**src/mexp_pkg.sv**
```systemverilog
// ----------------------------------------------------------------------------
// mexp_pkg
// shared widths, types and register indexes of the modular exponentiation block
// ----------------------------------------------------------------------------
package mexp_pkg;

  localparam int VALUE_BITS = 31;
  // bit counter covers 0 .. VALUE_BITS-1
  localparam int CNT_W      = $clog2(VALUE_BITS);
  // signed working width: holds 2*acc + a, which stays below 3*modulus
  localparam int ACC_W      = VALUE_BITS + 3;
  localparam int CFG_IDX_W  = 1;

  typedef logic [VALUE_BITS-1:0]   word_t;
  typedef logic signed [ACC_W-1:0] wide_t;
  typedef logic [CNT_W-1:0]        cnt_t;
  typedef logic [CFG_IDX_W-1:0]    cfg_idx_t;

  localparam cfg_idx_t CFG_EXPONENT = cfg_idx_t'(0);
  localparam cfg_idx_t CFG_MODULUS  = cfg_idx_t'(1);

  // request to the modular multiplier: a * b mod m, with a < m
  typedef struct packed {
    logic  start;
    word_t a;
    word_t b;
    word_t m;
  } mm_req_t;

  // response from the modular multiplier
  typedef struct packed {
    logic  done;
    word_t product;
  } mm_rsp_t;

endpackage

```
**src/mexp_mulmod.sv**
```systemverilog
// ----------------------------------------------------------------------------
// mexp_mulmod
// bit-serial shift-add modular multiplier
// ----------------------------------------------------------------------------
module mexp_mulmod (
  input  logic            clk,
  input  logic            rst_n,
  input  mexp_pkg::mm_req_t req,
  output mexp_pkg::mm_rsp_t rsp
);
  import mexp_pkg::*;

  logic  busy_r, busy_nxt;
  logic  prep_r, prep_nxt;
  logic  done_r, done_nxt;
  cnt_t  cnt_r, cnt_nxt;
  word_t acc_r, acc_nxt;
  word_t b_sh_r, b_sh_nxt;
  word_t a_r, a_nxt;
  word_t m_r, m_nxt;
  wide_t amm_r, amm_nxt;   // a - m
  wide_t am2_r, am2_nxt;   // a - 2m

  wide_t x_w, a_w, m_w;
  wide_t n1, d0, d1, d2, sel;

  always_comb begin
    x_w = {2'b00, acc_r, 1'b0};
    a_w = {3'b000, a_r};
    m_w = {3'b000, m_r};
    n1  = x_w - m_w;
    d0  = x_w + a_w;
    d1  = x_w + amm_r;
    d2  = x_w + am2_r;
    // 2*acc + bit*a lies below 3m: pick the candidate that is non-negative
    if (b_sh_r[VALUE_BITS-1]) begin
      if (!d2[ACC_W-1]) begin
        sel = d2;
      end else if (!d1[ACC_W-1]) begin
        sel = d1;
      end else begin
        sel = d0;
      end
    end else begin
      sel = n1[ACC_W-1] ? x_w : n1;
    end
  end

  always_comb begin
    busy_nxt = busy_r;
    prep_nxt = prep_r;
    done_nxt = 1'b0;
    cnt_nxt  = cnt_r;
    acc_nxt  = acc_r;
    b_sh_nxt = b_sh_r;
    a_nxt    = a_r;
    m_nxt    = m_r;
    amm_nxt  = amm_r;
    am2_nxt  = am2_r;
    if (req.start && !busy_r) begin
      busy_nxt = 1'b1;
      prep_nxt = 1'b1;
      cnt_nxt  = cnt_t'(VALUE_BITS - 1);
      acc_nxt  = '0;
      a_nxt    = req.a;
      b_sh_nxt = req.b;
      m_nxt    = req.m;
    end else if (prep_r) begin
      prep_nxt = 1'b0;
      amm_nxt  = a_w - m_w;
      am2_nxt  = a_w - {m_w[ACC_W-2:0], 1'b0};
    end else if (busy_r) begin
      acc_nxt  = sel[VALUE_BITS-1:0];
      b_sh_nxt = {b_sh_r[VALUE_BITS-2:0], 1'b0};
      cnt_nxt  = cnt_r - cnt_t'(1);
      if (cnt_r == '0) begin
        busy_nxt = 1'b0;
        done_nxt = 1'b1;
      end
    end
  end

  always_ff @(posedge clk) begin
    if (!rst_n) begin
      busy_r <= 1'b0;
      prep_r <= 1'b0;
      done_r <= 1'b0;
    end else begin
      busy_r <= busy_nxt;
      prep_r <= prep_nxt;
      done_r <= done_nxt;
    end
    cnt_r  <= cnt_nxt;
    acc_r  <= acc_nxt;
    b_sh_r <= b_sh_nxt;
    a_r    <= a_nxt;
    m_r    <= m_nxt;
    amm_r  <= amm_nxt;
    am2_r  <= am2_nxt;
  end

  assign rsp.done    = done_r;
  assign rsp.product = acc_r;

  // accumulator stays reduced while a product is formed
  a_acc_reduced: assert property (@(posedge clk) disable iff (!rst_n)
    (busy_r && !prep_r) |-> (acc_r < m_r))
    else $error("mulmod accumulator not below modulus");

  // finished product is a residue
  a_done_reduced: assert property (@(posedge clk) disable iff (!rst_n)
    done_r |-> (acc_r < m_r))
    else $error("mulmod product not below modulus");

  // done comes in the cycle after the last bit step
  a_done_timing: assert property (@(posedge clk) disable iff (!rst_n)
    done_r |-> ($past(busy_r) && !busy_r))
    else $error("mulmod done without a finished step");

endmodule

```
**src/modular_exponentiation_top.sv**
```systemverilog
// ----------------------------------------------------------------------------
// modular_exponentiation_top
// value ^ exponent mod modulus by right-to-left square and multiply
// ----------------------------------------------------------------------------
// usage:
//   cfg_we/cfg_index/cfg_data write exponent (index 0) and modulus (index 1);
//   write them only while the block is idle. reset sets exponent 1, modulus 2.
//   input channel in_valid/in_stall/in_value: one transfer per word; in_stall
//   stays high while a word is being worked on.
//   output channel out_valid/out_stall/out_residue: one residue per word,
//   held in an output register, so the next word is taken while a finished
//   residue still waits for the receiver.
// arithmetic:
//   every modular product goes through one bit-serial multiplier (issue,
//   setup, 31 bit steps, done). a word needs one reduction of the base,
//   31 squarings and one multiply per set exponent bit. a modulus below 2
//   gives residue 0 with no multiplication.
// reset: synchronous active low rst_n, clears control; no result pending.
// stall: a waiting residue holds; the sequencer then holds its finished
//   result until the output register frees up.
// ----------------------------------------------------------------------------
module modular_exponentiation_top (
  input  logic               clk,
  input  logic               rst_n,
  input  logic               cfg_we,
  input  mexp_pkg::cfg_idx_t cfg_index,
  input  mexp_pkg::word_t    cfg_data,
  input  logic               in_valid,
  output logic               in_stall,
  input  mexp_pkg::word_t    in_value,
  output logic               out_valid,
  input  logic               out_stall,
  output mexp_pkg::word_t    out_residue
);
  import mexp_pkg::*;

  // sequencer states, one-hot
  typedef enum logic [4:0] {
    S_IDLE   = 5'b00001,
    S_REDUCE = 5'b00010,
    S_MUL    = 5'b00100,
    S_SQR    = 5'b01000,
    S_DONE   = 5'b10000
  } state_t;

  state_t  state_r, state_nxt;
  word_t   exponent_r, exponent_nxt;
  word_t   modulus_r, modulus_nxt;
  word_t   exp_sh_r, exp_sh_nxt;   // exponent bits still to scan, lsb first
  word_t   base_r, base_nxt;       // running base, raw input during reduction
  word_t   res_r, res_nxt;         // running result
  word_t   mod_r, mod_nxt;         // modulus of the word in flight
  cnt_t    bit_r, bit_nxt;         // exponent bit being scanned
  logic    issued_r, issued_nxt;   // multiplier request outstanding
  logic    out_valid_r, out_valid_nxt;
  word_t   out_residue_r, out_residue_nxt;

  mm_req_t mm_req;
  mm_rsp_t mm_rsp;
  logic    in_xfer, out_xfer, out_free;

  assign in_xfer  = in_valid && !in_stall;
  assign out_xfer = out_valid_r && !out_stall;
  assign out_free = !out_valid_r || !out_stall;

  // operand selection for the shared multiplier
  always_comb begin
    mm_req.start = 1'b0;
    mm_req.a     = base_r;
    mm_req.b     = base_r;
    mm_req.m     = mod_r;
    case (state_r)
      S_REDUCE: begin
        // value mod m as 1 * value mod m
        mm_req.start = !issued_r;
        mm_req.a     = word_t'(1);
      end
      S_MUL: begin
        mm_req.start = !issued_r;
        mm_req.a     = res_r;
      end
      S_SQR: begin
        mm_req.start = !issued_r;
      end
      default: begin
        mm_req.start = 1'b0;
      end
    endcase
  end

  mexp_mulmod u_mulmod (
    .clk   (clk),
    .rst_n (rst_n),
    .req   (mm_req),
    .rsp   (mm_rsp)
  );

  always_comb begin
    state_nxt       = state_r;
    exponent_nxt    = exponent_r;
    modulus_nxt     = modulus_r;
    exp_sh_nxt      = exp_sh_r;
    base_nxt        = base_r;
    res_nxt         = res_r;
    mod_nxt         = mod_r;
    bit_nxt         = bit_r;
    issued_nxt      = issued_r;
    out_valid_nxt   = out_valid_r && !out_xfer;
    out_residue_nxt = out_residue_r;

    // register writes
    if (cfg_we) begin
      case (cfg_index)
        CFG_EXPONENT: exponent_nxt = cfg_data;
        CFG_MODULUS:  modulus_nxt  = cfg_data;
        default:      exponent_nxt = exponent_r;
      endcase
    end

    if (mm_req.start) begin
      issued_nxt = 1'b1;
    end
    if (mm_rsp.done) begin
      issued_nxt = 1'b0;
    end

    case (state_r)
      S_IDLE: begin
        if (in_xfer) begin
          exp_sh_nxt = exponent_r;
          base_nxt   = in_value;
          res_nxt    = word_t'(1);
          mod_nxt    = modulus_r;
          bit_nxt    = '0;
          // modulus zero or one: residue is 0, no arithmetic
          if (modulus_r < word_t'(2)) begin
            res_nxt   = '0;
            state_nxt = S_DONE;
          end else begin
            state_nxt = S_REDUCE;
          end
        end
      end
      S_REDUCE: begin
        if (mm_rsp.done) begin
          base_nxt  = mm_rsp.product;
          state_nxt = exp_sh_r[0] ? S_MUL : S_SQR;
        end
      end
      S_MUL: begin
        if (mm_rsp.done) begin
          res_nxt   = mm_rsp.product;
          state_nxt = S_SQR;
        end
      end
      S_SQR: begin
        if (mm_rsp.done) begin
          base_nxt   = mm_rsp.product;
          exp_sh_nxt = exp_sh_r >> 1;
          bit_nxt    = bit_r + cnt_t'(1);
          if (bit_r == cnt_t'(VALUE_BITS - 1)) begin
            state_nxt = S_DONE;
          end else begin
            state_nxt = exp_sh_r[1] ? S_MUL : S_SQR;
          end
        end
      end
      S_DONE: begin
        // hand the residue to the output register once it is free
        if (out_free) begin
          out_valid_nxt   = 1'b1;
          out_residue_nxt = res_r;
          state_nxt       = S_IDLE;
        end
      end
      default: begin
        state_nxt = S_IDLE;
      end
    endcase
  end

  always_ff @(posedge clk) begin
    if (!rst_n) begin
      state_r     <= S_IDLE;
      exponent_r  <= word_t'(1);
      modulus_r   <= word_t'(2);
      issued_r    <= 1'b0;
      out_valid_r <= 1'b0;
    end else begin
      state_r     <= state_nxt;
      exponent_r  <= exponent_nxt;
      modulus_r   <= modulus_nxt;
      issued_r    <= issued_nxt;
      out_valid_r <= out_valid_nxt;
    end
    exp_sh_r      <= exp_sh_nxt;
    base_r        <= base_nxt;
    res_r         <= res_nxt;
    mod_r         <= mod_nxt;
    bit_r         <= bit_nxt;
    out_residue_r <= out_residue_nxt;
  end

  // busy while a word is in flight
  assign in_stall    = (state_r != S_IDLE);
  assign out_valid   = out_valid_r;
  assign out_residue = out_residue_r;

  // running values stay residues during the exponent scan
  a_operands_reduced: assert property (@(posedge clk) disable iff (!rst_n)
    (state_r == S_MUL || state_r == S_SQR) |-> (res_r < mod_r && base_r < mod_r))
    else $error("exponent scan operand not below modulus");

  // multiplier only answers while the sequencer waits for it
  a_done_expected: assert property (@(posedge clk) disable iff (!rst_n)
    mm_rsp.done |-> (issued_r &&
      (state_r == S_REDUCE || state_r == S_MUL || state_r == S_SQR)))
    else $error("multiplier result without a pending request");

  // a finished residue is never dropped onto a waiting one
  a_no_overwrite: assert property (@(posedge clk) disable iff (!rst_n)
    (out_valid_r && out_stall) |=> ($stable(out_residue_r) && out_valid_r))
    else $error("waiting residue overwritten");

endmodule
```
**config.mk**
```make
export PLATFORM = sky130hd
export DESIGN_NAME = modular_exponentiation_top
export DESIGN_NICKNAME = d
export VERILOG_FILES = /design/src/mexp_pkg.sv /design/src/mexp_mulmod.sv /design/src/modular_exponentiation_top.sv
export SDC_FILE = /design/constraint.sdc
export NUM_CORES = 1
export LEC_CHECK = 0
export BUFFER_PORTS_ARGS = -buffer_cell sky130_fd_sc_hd__buf_2
export CORE_MARGIN = 4
export CORE_UTILIZATION = 60
export DETAILED_ROUTE_END_ITERATION = 8
export GPL_TIMING_DRIVEN = 0
export PLACE_DENSITY = 0.78
export SKIP_LAST_GASP = 1
export SLEW_MARGIN = 20
export SYNTH_ARGS = -nofsm -noshare
export SYNTH_HDL_FRONTEND = slang
export SYNTH_SLANG_ARGS = --single-unit
```
**constraint.sdc**
```tcl
create_clock -name clk -period 8.1 [get_ports clk]
set_input_delay 1.215 -clock clk [delete_from_list [all_inputs] [get_ports clk]]
set_output_delay 1.215 -clock clk [all_outputs]
set_load 0.02 [all_outputs]
```
### After elaboration in Yosys (flattened, before gate mapping)

Cells that the tools add are included.

| word-level totals | value |
|---|---|
| word-level logic and storage cells | 119 |
| bits of input ports | 68 |
| register bits | 429 |
| output and inout bits | 33 |

| operators by class | value |
|---|---|
| bitwise operators | 5 |
| reductions and logical operators | 31 |
| $add $sub $neg | 8 |
| magnitude comparators | 1 |
| multiplexer cells | 39 |
| equal/unequal tests | 14 |

Operator list:

| operator | count |
|---|---|
| two-way mux 31 bit | 12 |
| case mux 31 bit (2 select lines) | 4 |
| adder 33 x 34 -> 34 bit | 2 |
| two-way mux 5 bit | 9 |
| subtractor 31 x 32 -> 33 bit | 1 |
| subtractor 32 x 31 -> 33 bit | 1 |
| subtractor 31 x 31 -> 32 bit | 1 |
| adder 31 bit | 1 |
| < comparator 31 x 2 -> 1 bit, second input constant | 1 |
| case mux 5 bit (5 select lines) | 1 |
| AND reduction 2 bit | 7 |
| equality test 5 bit, second input constant | 2 |
| two-way mux 1 bit | 10 |
| case mux 5 bit (2 select lines) | 1 |
| AND reduction 3 bit | 3 |
| two-way mux 4 bit | 2 |
| inequality test 2 x 1 -> 1 bit, second input constant | 4 |
| nonzero test 2 bit | 4 |
| zero test 1 bit | 6 |
| inequality test 2 bit, second input constant | 3 |
| adder 5 x 1 -> 5 bit, second input constant | 1 |
| equality test 5 x 1 -> 1 bit, second input constant | 1 |
| equality test 5 x 2 -> 1 bit, second input constant | 1 |
| equality test 5 x 3 -> 1 bit, second input constant | 1 |
| other kinds (11) | 19 |

### Longest topological paths before layout

Gate-level depths: netlist (run 1).

| depth | value |
|---|---|
| word-level depth | 6 |
| gate-level depth with buffers | 15 |
| depth with buffers taken out | 13 |

### Modules after synthesis

A second synthesis (run 1) with hierarchy kept.

| unflattened totals | value |
|---|---|
| cells, all modules | 2623 |
| area total of the unflattened synthesis | 25766.0 um^2 |

Modules (own cells, without submodules):

| module | cells each | area each (um^2) | times used | sequential area each (um^2) |
|---|---|---|---|---|
| mexp_mulmod | 1893 | 16726.0 | 1 | 5525.3 |
| modular_exponentiation_top | 730 | 9039.9 | 1 | 6185.9 |

### Least setup slack after synthesis (run 1)

OpenSTA, ideal clock, no wires.

| timing | value |
|---|---|
| path kind | flip-flop to flip-flop |
| from | register state_r[3] |
| to | register bit_r[0] (enable) |
| setup time | 0.484 ns |
| slack | 3.621 ns |
| period minus slack after synthesis | 4.479 ns |
| path buffers | 1 |
| data required time | 7.616 ns |
| data arrival time | 3.995 ns |
| cell stages (with the launch flop) | 6 |
| cell sequence | dfxtp_1 -> buf_2 -> or3_1 -> nor3b_1 -> inv_1 -> a211oi_1 |

| on the way | value |
|---|---|
| word-level cells in the longest chain between the ends | 5 |
| elaborated cells between the ends (all ways) | 9 |
| those cells by class | eq/ne: 5; reduce/logical: 4 |

RTL lines:

| item | line | text |
|---|---|---|
| start, declared | modular_exponentiation_top.sv:46 | `state_t state_r, state_nxt;` |
| start signal, assigned | modular_exponentiation_top.sv:190 | `state_r <= state_nxt;` |
| inequality test 5 x 1 -> 1 bit | modular_exponentiation_top.sv:205 | `assign in_stall = (state_r != S_IDLE);` |
| net in_stall | modular_exponentiation_top.sv:29 | `output logic in_stall,` |
| zero test 1 bit | modular_exponentiation_top.sv:62 | `assign in_xfer = in_valid && !in_stall;` |
| logical AND 1 bit | modular_exponentiation_top.sv:62 |  |
| inequality test 2 bit (no line) | -- |  |
| AND reduction 3 bit (no line) | -- |  |
| end signal, assigned | modular_exponentiation_top.sv:200 | `bit_r <= bit_nxt;` |
| end, declared | modular_exponentiation_top.sv:53 | `cnt_t bit_r, bit_nxt;` |

The timed path passes the listed nets, and every way through them passes these cells.
A chain may end at the register's enable or synchronous reset.

### Worst setup path in the final report (run 1)

| timing | value |
|---|---|
| from | register state_r[3] |
| to | register u_mulmod.am2_r[28] (enable) |

| on the way | value |
|---|---|
| word-level cells in the longest chain between the ends | 6 |
| elaborated cells between the ends (all ways) | 8 |
| those cells by class | eq/ne: 3; mux: 1; bitwise: 1; reduce/logical: 3 |

RTL lines:

| item | line | text |
|---|---|---|
| equality test 5 x 4 -> 1 bit (tied with other cells) | modular_exponentiation_top.sv:72 | `case (state_r)` |
| OR reduction 3 bit (no line) * | -- |  |
| two-way mux 1 bit * | -- |  |
| logical AND 1 bit * | mexp_mulmod.sv:60 | `if (req.start && !busy_r) begin` |
| inverter 1 bit (no line) * | -- |  |
| AND reduction 2 bit (no line) * | -- |  |
| end signal, assigned | mexp_mulmod.sv:99 | `am2_r <= am2_nxt;` |
| end, declared | mexp_mulmod.sv:22 | `wide_t am2_r, am2_nxt;` |

Mark *: on every way between the ends. The rest lies on a longest branch, timed or not.

==> impl_results.md, run 1 <==
* Max IR drop VDD at 0.2027 mV
* Routed Antenna Nets at 0
* Maxcap violations at 0
* Vias in the first global route at 20480
* Finish-stage setup viols at 0
* Row cnt at 75
* First-pass GRT wire length at 116300 µm
* IO Pins at 101
* Fin Setup TNS at 0 ns
* Pwr/cell area at 298.7 nW/µm²
* Metal3 WL at 7350 µm
* # hold bufs at CTS at 0
* DRT met1 WL at 30360 µm
* Vias post-DR at 21000
* Initial Utilization at 60.66%
* RePlAce Congestion at 0.9961
* RSZ-0062 raised after global routing: false
* I/O Buffers at 99
* Synthesized cell area at 25440 µm²
* Yosys reg bits at 426
* DR pass1 iterations at 6
* LEAKAGE at 11.53 nW
* P&R area growth vs syn at 10.64%
* Arr. time, crit path at 4.49 ns
* Post-cts repair resize count at 0
* Async set or reset register ratio after synthesis at 0%
* Top sig layer: met5
* Core box area at 41950 µm²
* Fin crit period at 4.212 ns
* Max Fclk at 237.4 MHz
* Ys Warns at 0
* Status: complete, no violations
* Synth Instances at 2550
* Startpoint types: flop
* Clock root buffer: clkbuf_16
* Via/cell ratio at 6.413
* Routed wire length at 76370 µm
* Largest net degree at the start of global routing at 47
* Initial antenna violation count at 2
* Worst endpoint required time at 8.38 ns
* Final hold vios at 0
* Drt drc at 0
* Syn_area_per_cell at 9.978 µm²
* Top FF cell, synth: edfxtp_1
* Fin area at 28150 µm²
* DR WL met2 at 35870 µm
* Post CTS Setup Buffer Count at 0
* Hold_sp: mod_r[2]
* Least-Margin Pin Slew at 1.162 ns
* Yosys cell types at 94
* Share of layout cells above drive strength 1 at 9.985%
* TritonCTS buffer count at 42
* Die height at 213.9 µm
* DR WL/cell at 23.32 µm
* Clk_lat worst skew at 0.60 ns
* R2R Path Start: state_r[3]
* Max Buffers Root-to-Sink at 3
* Post-Place Cell Area at 26770 µm²
* Slew Limit Fails at 0
* Tcrit/Tclk final at 52.00%
* DIE WIDTH at 213.9 µm
* DRT iter0 DRCs at 2194
* Critical path type: flop to flop
* TritonCTS clock tree: yes
* Gr ovfl total at 0
* Worst Setup End Kind: flop
* CTS clk-pin slew, worst paths at 0.06 ns
* CTS Sinks at 426
* Pre-CTS WS at 3.999 ns
* EDFF count, synth at 318
* Post-synth net total at 2808
* Final core occ at 67.11%
* Overall die area at 45760 µm²
* Crit path from: state_r[3]
* Final setup skew at 0.03865 ns
* Total Power at 8.407 mW
* Final setup margin at 3.888 ns
* Sequential share of the synthesized area at 46.03%
* Final nets at 2958
* Worst hold path type: flop to flop
* Max_slew headroom at 22.54%
* Hpwl dp at 59380 µm
* Critical-path maximum fanout at 34
* Gr usage total at 32.38%
* Htree depth at 2
[routing by layer]
layer	GRT usage [%]	up-vias
li1	-	9754
met1	42.57	10030
met2	54.53	1026
met3	5.702	196
met4	11.32	2
met5	0	-
[worst max-delay path: stages, from the launching register on]
cell	delay (ns)
dfxtp_1	0.30
buf_2	0.17
or3_1	0.21
nor3b_4	0.11
a21oi_2	0.24
or3_1	0.19
clkbuf_1	0.82
clkbuf_1	0.93
and2_4	0.60
buf_12	0.29
[through the flow]
step | hold slack (ns) | std cells
5_1_grt | 0.4280 | 3273
4_1_cts | 0.4163 | 3273
3_3_place_gp | 0.4007 | 3188
2_1_floorplan | 0.4003 | 2550
3_5_place_dp | 0.4045 | 3195
6_report | 0.4164 | 3275
[power by group]
part	internal, mW	switching (mW)
combinational	1.32	2.14
sequential	2.62	0.364
clock	1.09	0.869
total	5.03	3.38
[cell families after synthesis]
logic type | synth area share, %
AND/OR/NAND/NOR | 14.64
AO/OA/AOI/OAI | 20.33
flip-flops | 46.03
adder cells (fa/ha/maj) | 9.521
buffers and inverters | 2.862
XOR/XNOR | 4.923
multiplexers | 1.692
[synthesized netlist by cell type (19+ instances only)]
master    count  area (µm²)
inv_1        85       319.1
mux2_2       32       360.4
a21oi_1     164       820.8
a21boi_0     64       480.5
nand2b_1     21       131.4
nor2_1      119       446.7
nand4_1      19       118.9
a21o_1       74       555.5
xor2_1       53       464.2
o211ai_1     36       270.3
nand2_1     454        1704
edfxtp_1    318        9549
ha_1        184        2302
a211oi_1     30       225.2
and2_1       44       275.3
o21ai_0     117       585.6
a31oi_1      23       143.9
nand3_1      40       200.2
o21bai_1     21       157.7
xnor2_1      90       788.3
dfxtp_1     108        2162
a22o_1       33       289.0
nor3_1       37       185.2
o21a_1       29       217.7
clkbuf_1     69       259.0
[state kept, by name, indices dropped and copies added (netlist names)]
signal           flops
modulus_r           31
res_r               31
u_mulmod.busy_r      1
u_mulmod.prep_r      1
u_mulmod.m_r        31
base_r              31
u_mulmod.am2_r      33
out_residue         31
u_mulmod.done_r      1
exponent_r          31
u_mulmod.amm_r      32
mod_r               31
u_mulmod.acc_r      31
state_r              5
u_mulmod.b_sh_r     31
out_valid            1
exp_sh_r            31
u_mulmod.a_r        31
issued_r             1
u_mulmod.cnt_r       5
bit_r                5
[path summary, 6_finish.rpt]
path,to,slack (ns),cells past startpoint
min reg2reg,u_mulmod.m_r[2],0.42,0
min,u_mulmod.m_r[2],0.42,0
max reg2reg,u_mulmod.am2_r[28],3.89,9
max,u_mulmod.am2_r[28],3.89,9
[placed cells by master, fill, tap and decap left out, types with 74 or more instances in the layout]
| cell type | instances |
|---|---|
| a21o_1 | 74 |
| a21oi_1 | 163 |
| inv_1 | 83 |
| o21ai_0 | 117 |
| nor2_1 | 119 |
| ha_1 | 184 |
| dfxtp_1 | 108 |
| edfxtp_1 | 318 |
| buf_2 | 111 |
| nand2_1 | 453 |
| xnor2_1 | 90 |
| clkbuf_1 | 80 |
[final cells by class]
type	instances	area (µm²)
fillers	3160	13800
multi-input cells	1945	13050
flip-flops and latches	426	11710
clock buffers	61	1215
well taps	539	674.4
repair buffers	106	611.8
plain buffers	93	409.1
inverters	86	322.8
clock inverters	17	156.4
diodes	2	5.005
No activity file was read; power rests on OpenSTA's default activity.
==> inputs of run 2 (changes only) <==
ABC_AREA = 1   (was not set)
clock period = 4.1 ns   (was 8.1 ns; I/O delays follow)
==> impl_results.md, run 2 <==
* Worst flop-to-flop path endpoint: u_mulmod.acc_r[24] (was u_mulmod.am2_r[28])
* Post-synth net total at 4006 (was 2808)
* Critical path type: flop to flop (unchanged)
* Hold worst-path end: exponent_r[2] (was u_mulmod.m_r[2])
* IO Pins at 101 (unchanged)
* Yosys cell types at 54 (was 94)
* Top FF cell, synth: edfxtp_1 (unchanged)
* Final core occ at 66.99% (was 67.11%)
* R2R Path Start: u_mulmod.acc_r[0] (was state_r[3])
* Clk_lat worst skew at 0.59 ns (was 0.60 ns)
* Worst reg2reg path depth at 17 (was 9)
* P&R area growth vs syn at 10.64% (about the same)
* Top cells by count, synth: nand2_1, inv_1, nor2_1 (was nand2_1, edfxtp_1, ha_1)
* R2r setup slk at 0.08 ns (was 3.89 ns)
* Syn_area_per_cell at 7.505 µm² (was 9.978 µm²)
* Initial Utilization at 60.55% (was 60.66%)
* Share of layout cells above drive strength 1 at 6.499% (was 9.985%)
* Max incr delay on CP at 0.52 ns (was 0.93 ns)
* RePlAce Congestion at 1.087 (was 0.9961)
* LEAKAGE at 14.87 nW (was 11.53 nW)
* Synth Instances at 3748 (was 2550)
* WP buf/inv at 2 (was 4)
* TritonCTS buffer count at 44 (was 42)
* Ant. Diodes at 0 (was 2)
* Largest net degree at the start of global routing at 66 (was 47)
* Via/cell ratio at 5.810 (was 6.413)
* Worst Setup End Kind: flop (unchanged)
* Status: complete, no violations (unchanged)
* Total Power at 18.92 mW (was 8.407 mW)
* Final nets at 4161 (was 2958)
* Routed Antenna Nets at 0 (unchanged)
* Finish-stage setup viols at 0 (unchanged)
* Gr usage total at 38.44% (was 32.38%)
* Top reg by flops: u_mulmod.am2_r (unchanged)
* TritonCTS clock tree: yes (unchanged)
* Max IR drop VDD at 0.4294 mV (was 0.2027 mV)
* Final setup skew at 0.02711 ns (was 0.03865 ns)
* Row cnt at 79 (was 75)
* CP most frequent cell: nand2_1
* Vias in the first global route at 25230 (was 20480)
* Largest area contributor in the netlist: edfxtp_1 (unchanged)
* Fin cells at 4546 (was 3275)
* Hold depth at 3 (was 0)
* Maxcap violations at 0 (unchanged)
* Core box area at 46460 µm² (was 41950 µm²)
* Synth top area share at 33.95% (was 37.53%)
* EDFF count, synth at 318 (unchanged)
* Arr. time, crit path at 4.50 ns (was 4.49 ns)
* DIE WIDTH at 224.5 µm (was 213.9 µm)
* Overall die area at 50410 µm² (was 45760 µm²)
* Fill count at 4036 (was 3160)
* Slowest CP cell: dfxtp_1 (was clkbuf_1)
* Htree depth at 2 (unchanged)
* Worst hold path type: input port to flop (was flop to flop)
* Least-Margin Pin Slew at 0.9766 ns (was 1.162 ns)
* Synthesized cell area at 28130 µm² (was 25440 µm²)
* Hold WS at 0.2760 ns (was 0.4164 ns)
* # hold bufs at CTS at 0 (unchanged)
* Pwr/cell area at 607.8 nW/µm² (was 298.7 nW/µm²)
* Vias post-DR at 26410 (was 21000)
* Critical-path maximum fanout at 10 (was 34)
* Most common cell after layout, fill and taps aside: nand2_1 (unchanged)
* Yosys reg bits at 426 (unchanged)
* Placed Cells at 4463 (was 3195)
* Worst endpoint required time at 4.58 ns (was 8.38 ns)
* CTS clk-pin slew, worst paths at 0.06 ns (about the same)
* Async set or reset register ratio after synthesis at 0% (unchanged)
* Commonest cells after routing, fill and taps aside: nand2_1, inv_1, nor2_1 (was nand2_1, edfxtp_1, ha_1)
* Tcrit/Tclk final at 98.03% (was 52.00%)
* Routed wire length at 98770 µm (was 76370 µm)
* Max_slew headroom at 34.89% (was 22.54%)
* Largest regs: u_mulmod.am2_r x33, u_mulmod.amm_r x32 (unchanged)
* Drt drc at 0 (unchanged)
* Hpwl dp at 79250 µm (was 59380 µm)
* Startpoint types: flop (unchanged)
* First-pass GRT wire length at 146600 µm (was 116300 µm)
* Gr ovfl total at 0 (unchanged)
* Sequential share of the synthesized area at 41.63% (was 46.03%)
* DRT iter0 DRCs at 2893 (was 2194)
* Hold_sp: cfg_data[2] (was mod_r[2])
* Cell Chain, Critical Path: ha_1 > fa_1 > nand3_1 > nand3_1 > nand2_1 > nand2_1 > nand2_1 > nand2_1 > nand2_1 > nand3_2 > inv_2 > buf_2 > nand3_1 > nand2_1 > nand2_1 > nand2_1 > nand2_1 (was buf_2 > or3_1 > nor3b_4 > a21oi_2 > or3_1 > clkbuf_1 > clkbuf_1 > and2_4 > buf_12)
* Max Fclk at 248.8 MHz (was 237.4 MHz)
* Die height at 224.5 µm (was 213.9 µm)
* Count leader, synth: nand2_1 (unchanged)
* Worst path top cell family by delay: simple AND/OR/NAND/NOR gates (was buffers and inverters)
* Max reg flops at 33 (unchanged)
* Initial antenna violation count at 1 (was 2)
* Fin crit period at 4.019 ns (was 4.212 ns)
* Clock root buffer: clkbuf_16 (unchanged)
* Max Buffers Root-to-Sink at 3 (unchanged)
* DR WL/cell at 21.73 µm (was 23.32 µm)
* Ys Warns at 0 (unchanged)
* I/O Buffers at 99 (unchanged)
* Final hold vios at 0 (unchanged)
* Synth area leaders: edfxtp_1, nand2_1, ha_1 (was edfxtp_1, ha_1, dfxtp_1)
* DR pass1 iterations at 6 (unchanged)
* CTS Sinks at 426 (unchanged)
* Slew Limit Fails at 0 (unchanged)
* RSZ-0062 raised after global routing: false (unchanged)
==> run 2: cell types whose count changed after synthesis, sizes merged, moves of 33 or more <==
cell | previous run | this run
nand2 | 456 | 1182
inv | 86 | 509
nor2 | 120 | 383
nand3 | 40 | 193
o21ai | 130 | 228
a21boi | 65 | 4
xnor2 | 90 | 32
a21o | 74 | 20
and2 | 44 | 7
xor2 | 53 | 89
a22o | 33 | 0
==> run 2: power by group <==
group | leakage (nW) | switching (mW) | internal (mW)
clock network | 0.731 | 1.79 | 2.43
registers | 3.87 | 0.856 | 5.25
logic | 10.3 | 5.85 | 2.74
==> run 2: worst max path at each step <==
| stage | to | depth (start not counted) | startpoint |
|---|---|---|---|
| after floorplan | res_r[0] | 3 | state_r[2] |
| after global placement | res_r[29] | 5 | state_r[0] |
| after detailed placement | u_mulmod.acc_r[18] | 14 | state_r[0] |
| after CTS | u_mulmod.acc_r[18] | 14 | state_r[0] |
| after global routing | u_mulmod.acc_r[24] | 17 | u_mulmod.acc_r[0] |
| final | u_mulmod.acc_r[24] | 17 | u_mulmod.acc_r[0] |
==> run 2: per-layer routing <==
| metal | track usage, % | share of wire, % | up-vias |
|---|---|---|---|
| li1 | - | - | 12610 |
| met1 | 47.52 | 37 | 12140 |
| met2 | 65.07 | 47 | 1335 |
| met3 | 5.442 | 8.7 | 322 |
| met4 | 21.58 | 7.1 | 2 |
| met5 | 0 | 0.0071 | - |
==> run 2: cell type report <==
class	instances	area (µm²)	share of cell area, %
timing repair buffer	108	670.6	2.155
buffer	78	356.6	1.146
multi-input combinational	2730	14190	45.60
clock buffer	58	1174	3.771
sequential	426	11710	37.63
clock inverter	24	325.3	1.045
inverter	515	1936	6.219
tap	607	759.5	2.440
==> run 2: tightest hold or removal path: cells and delay by family <==
family,cells,cell delay [ns]
AND/OR/NAND/NOR,2,0.12
buffers and inverters,1,0.09
==> run 2: metrics by stage <==
step	worst slack [ns]	TNS, ns	instance area (µm²)
2_1_floorplan	0.2437	0	28130
3_3_place_gp	-2.109	-165.09	29390
3_5_place_dp	0.1192	0	29610
4_1_cts	0.07656	0	31110
5_1_grt	0.03581	0	31120
6_report	0.08066	0	31120
==> run 2: what timing repair did <==
| item | CTS | global route |
|---|---|---|
| resized for setup | 0 | 2 |
| setup buffers | 0 | 0 |
| setup endpoints to repair | 0 | 85 |
| endpoints found under the hold margin | 0 | 0 |
==> run 2: kinds of logic after synthesis <==
family / count (synthesis) / synth area share, %
compound gates: 542 / 10.68
xor+xnor: 121 / 3.767
fa+ha+maj: 190 / 8.611
buf+inv: 593 / 8.140
flops: 426 / 41.63
mux: 1 / 0.04003
simple gates: 1875 / 27.13
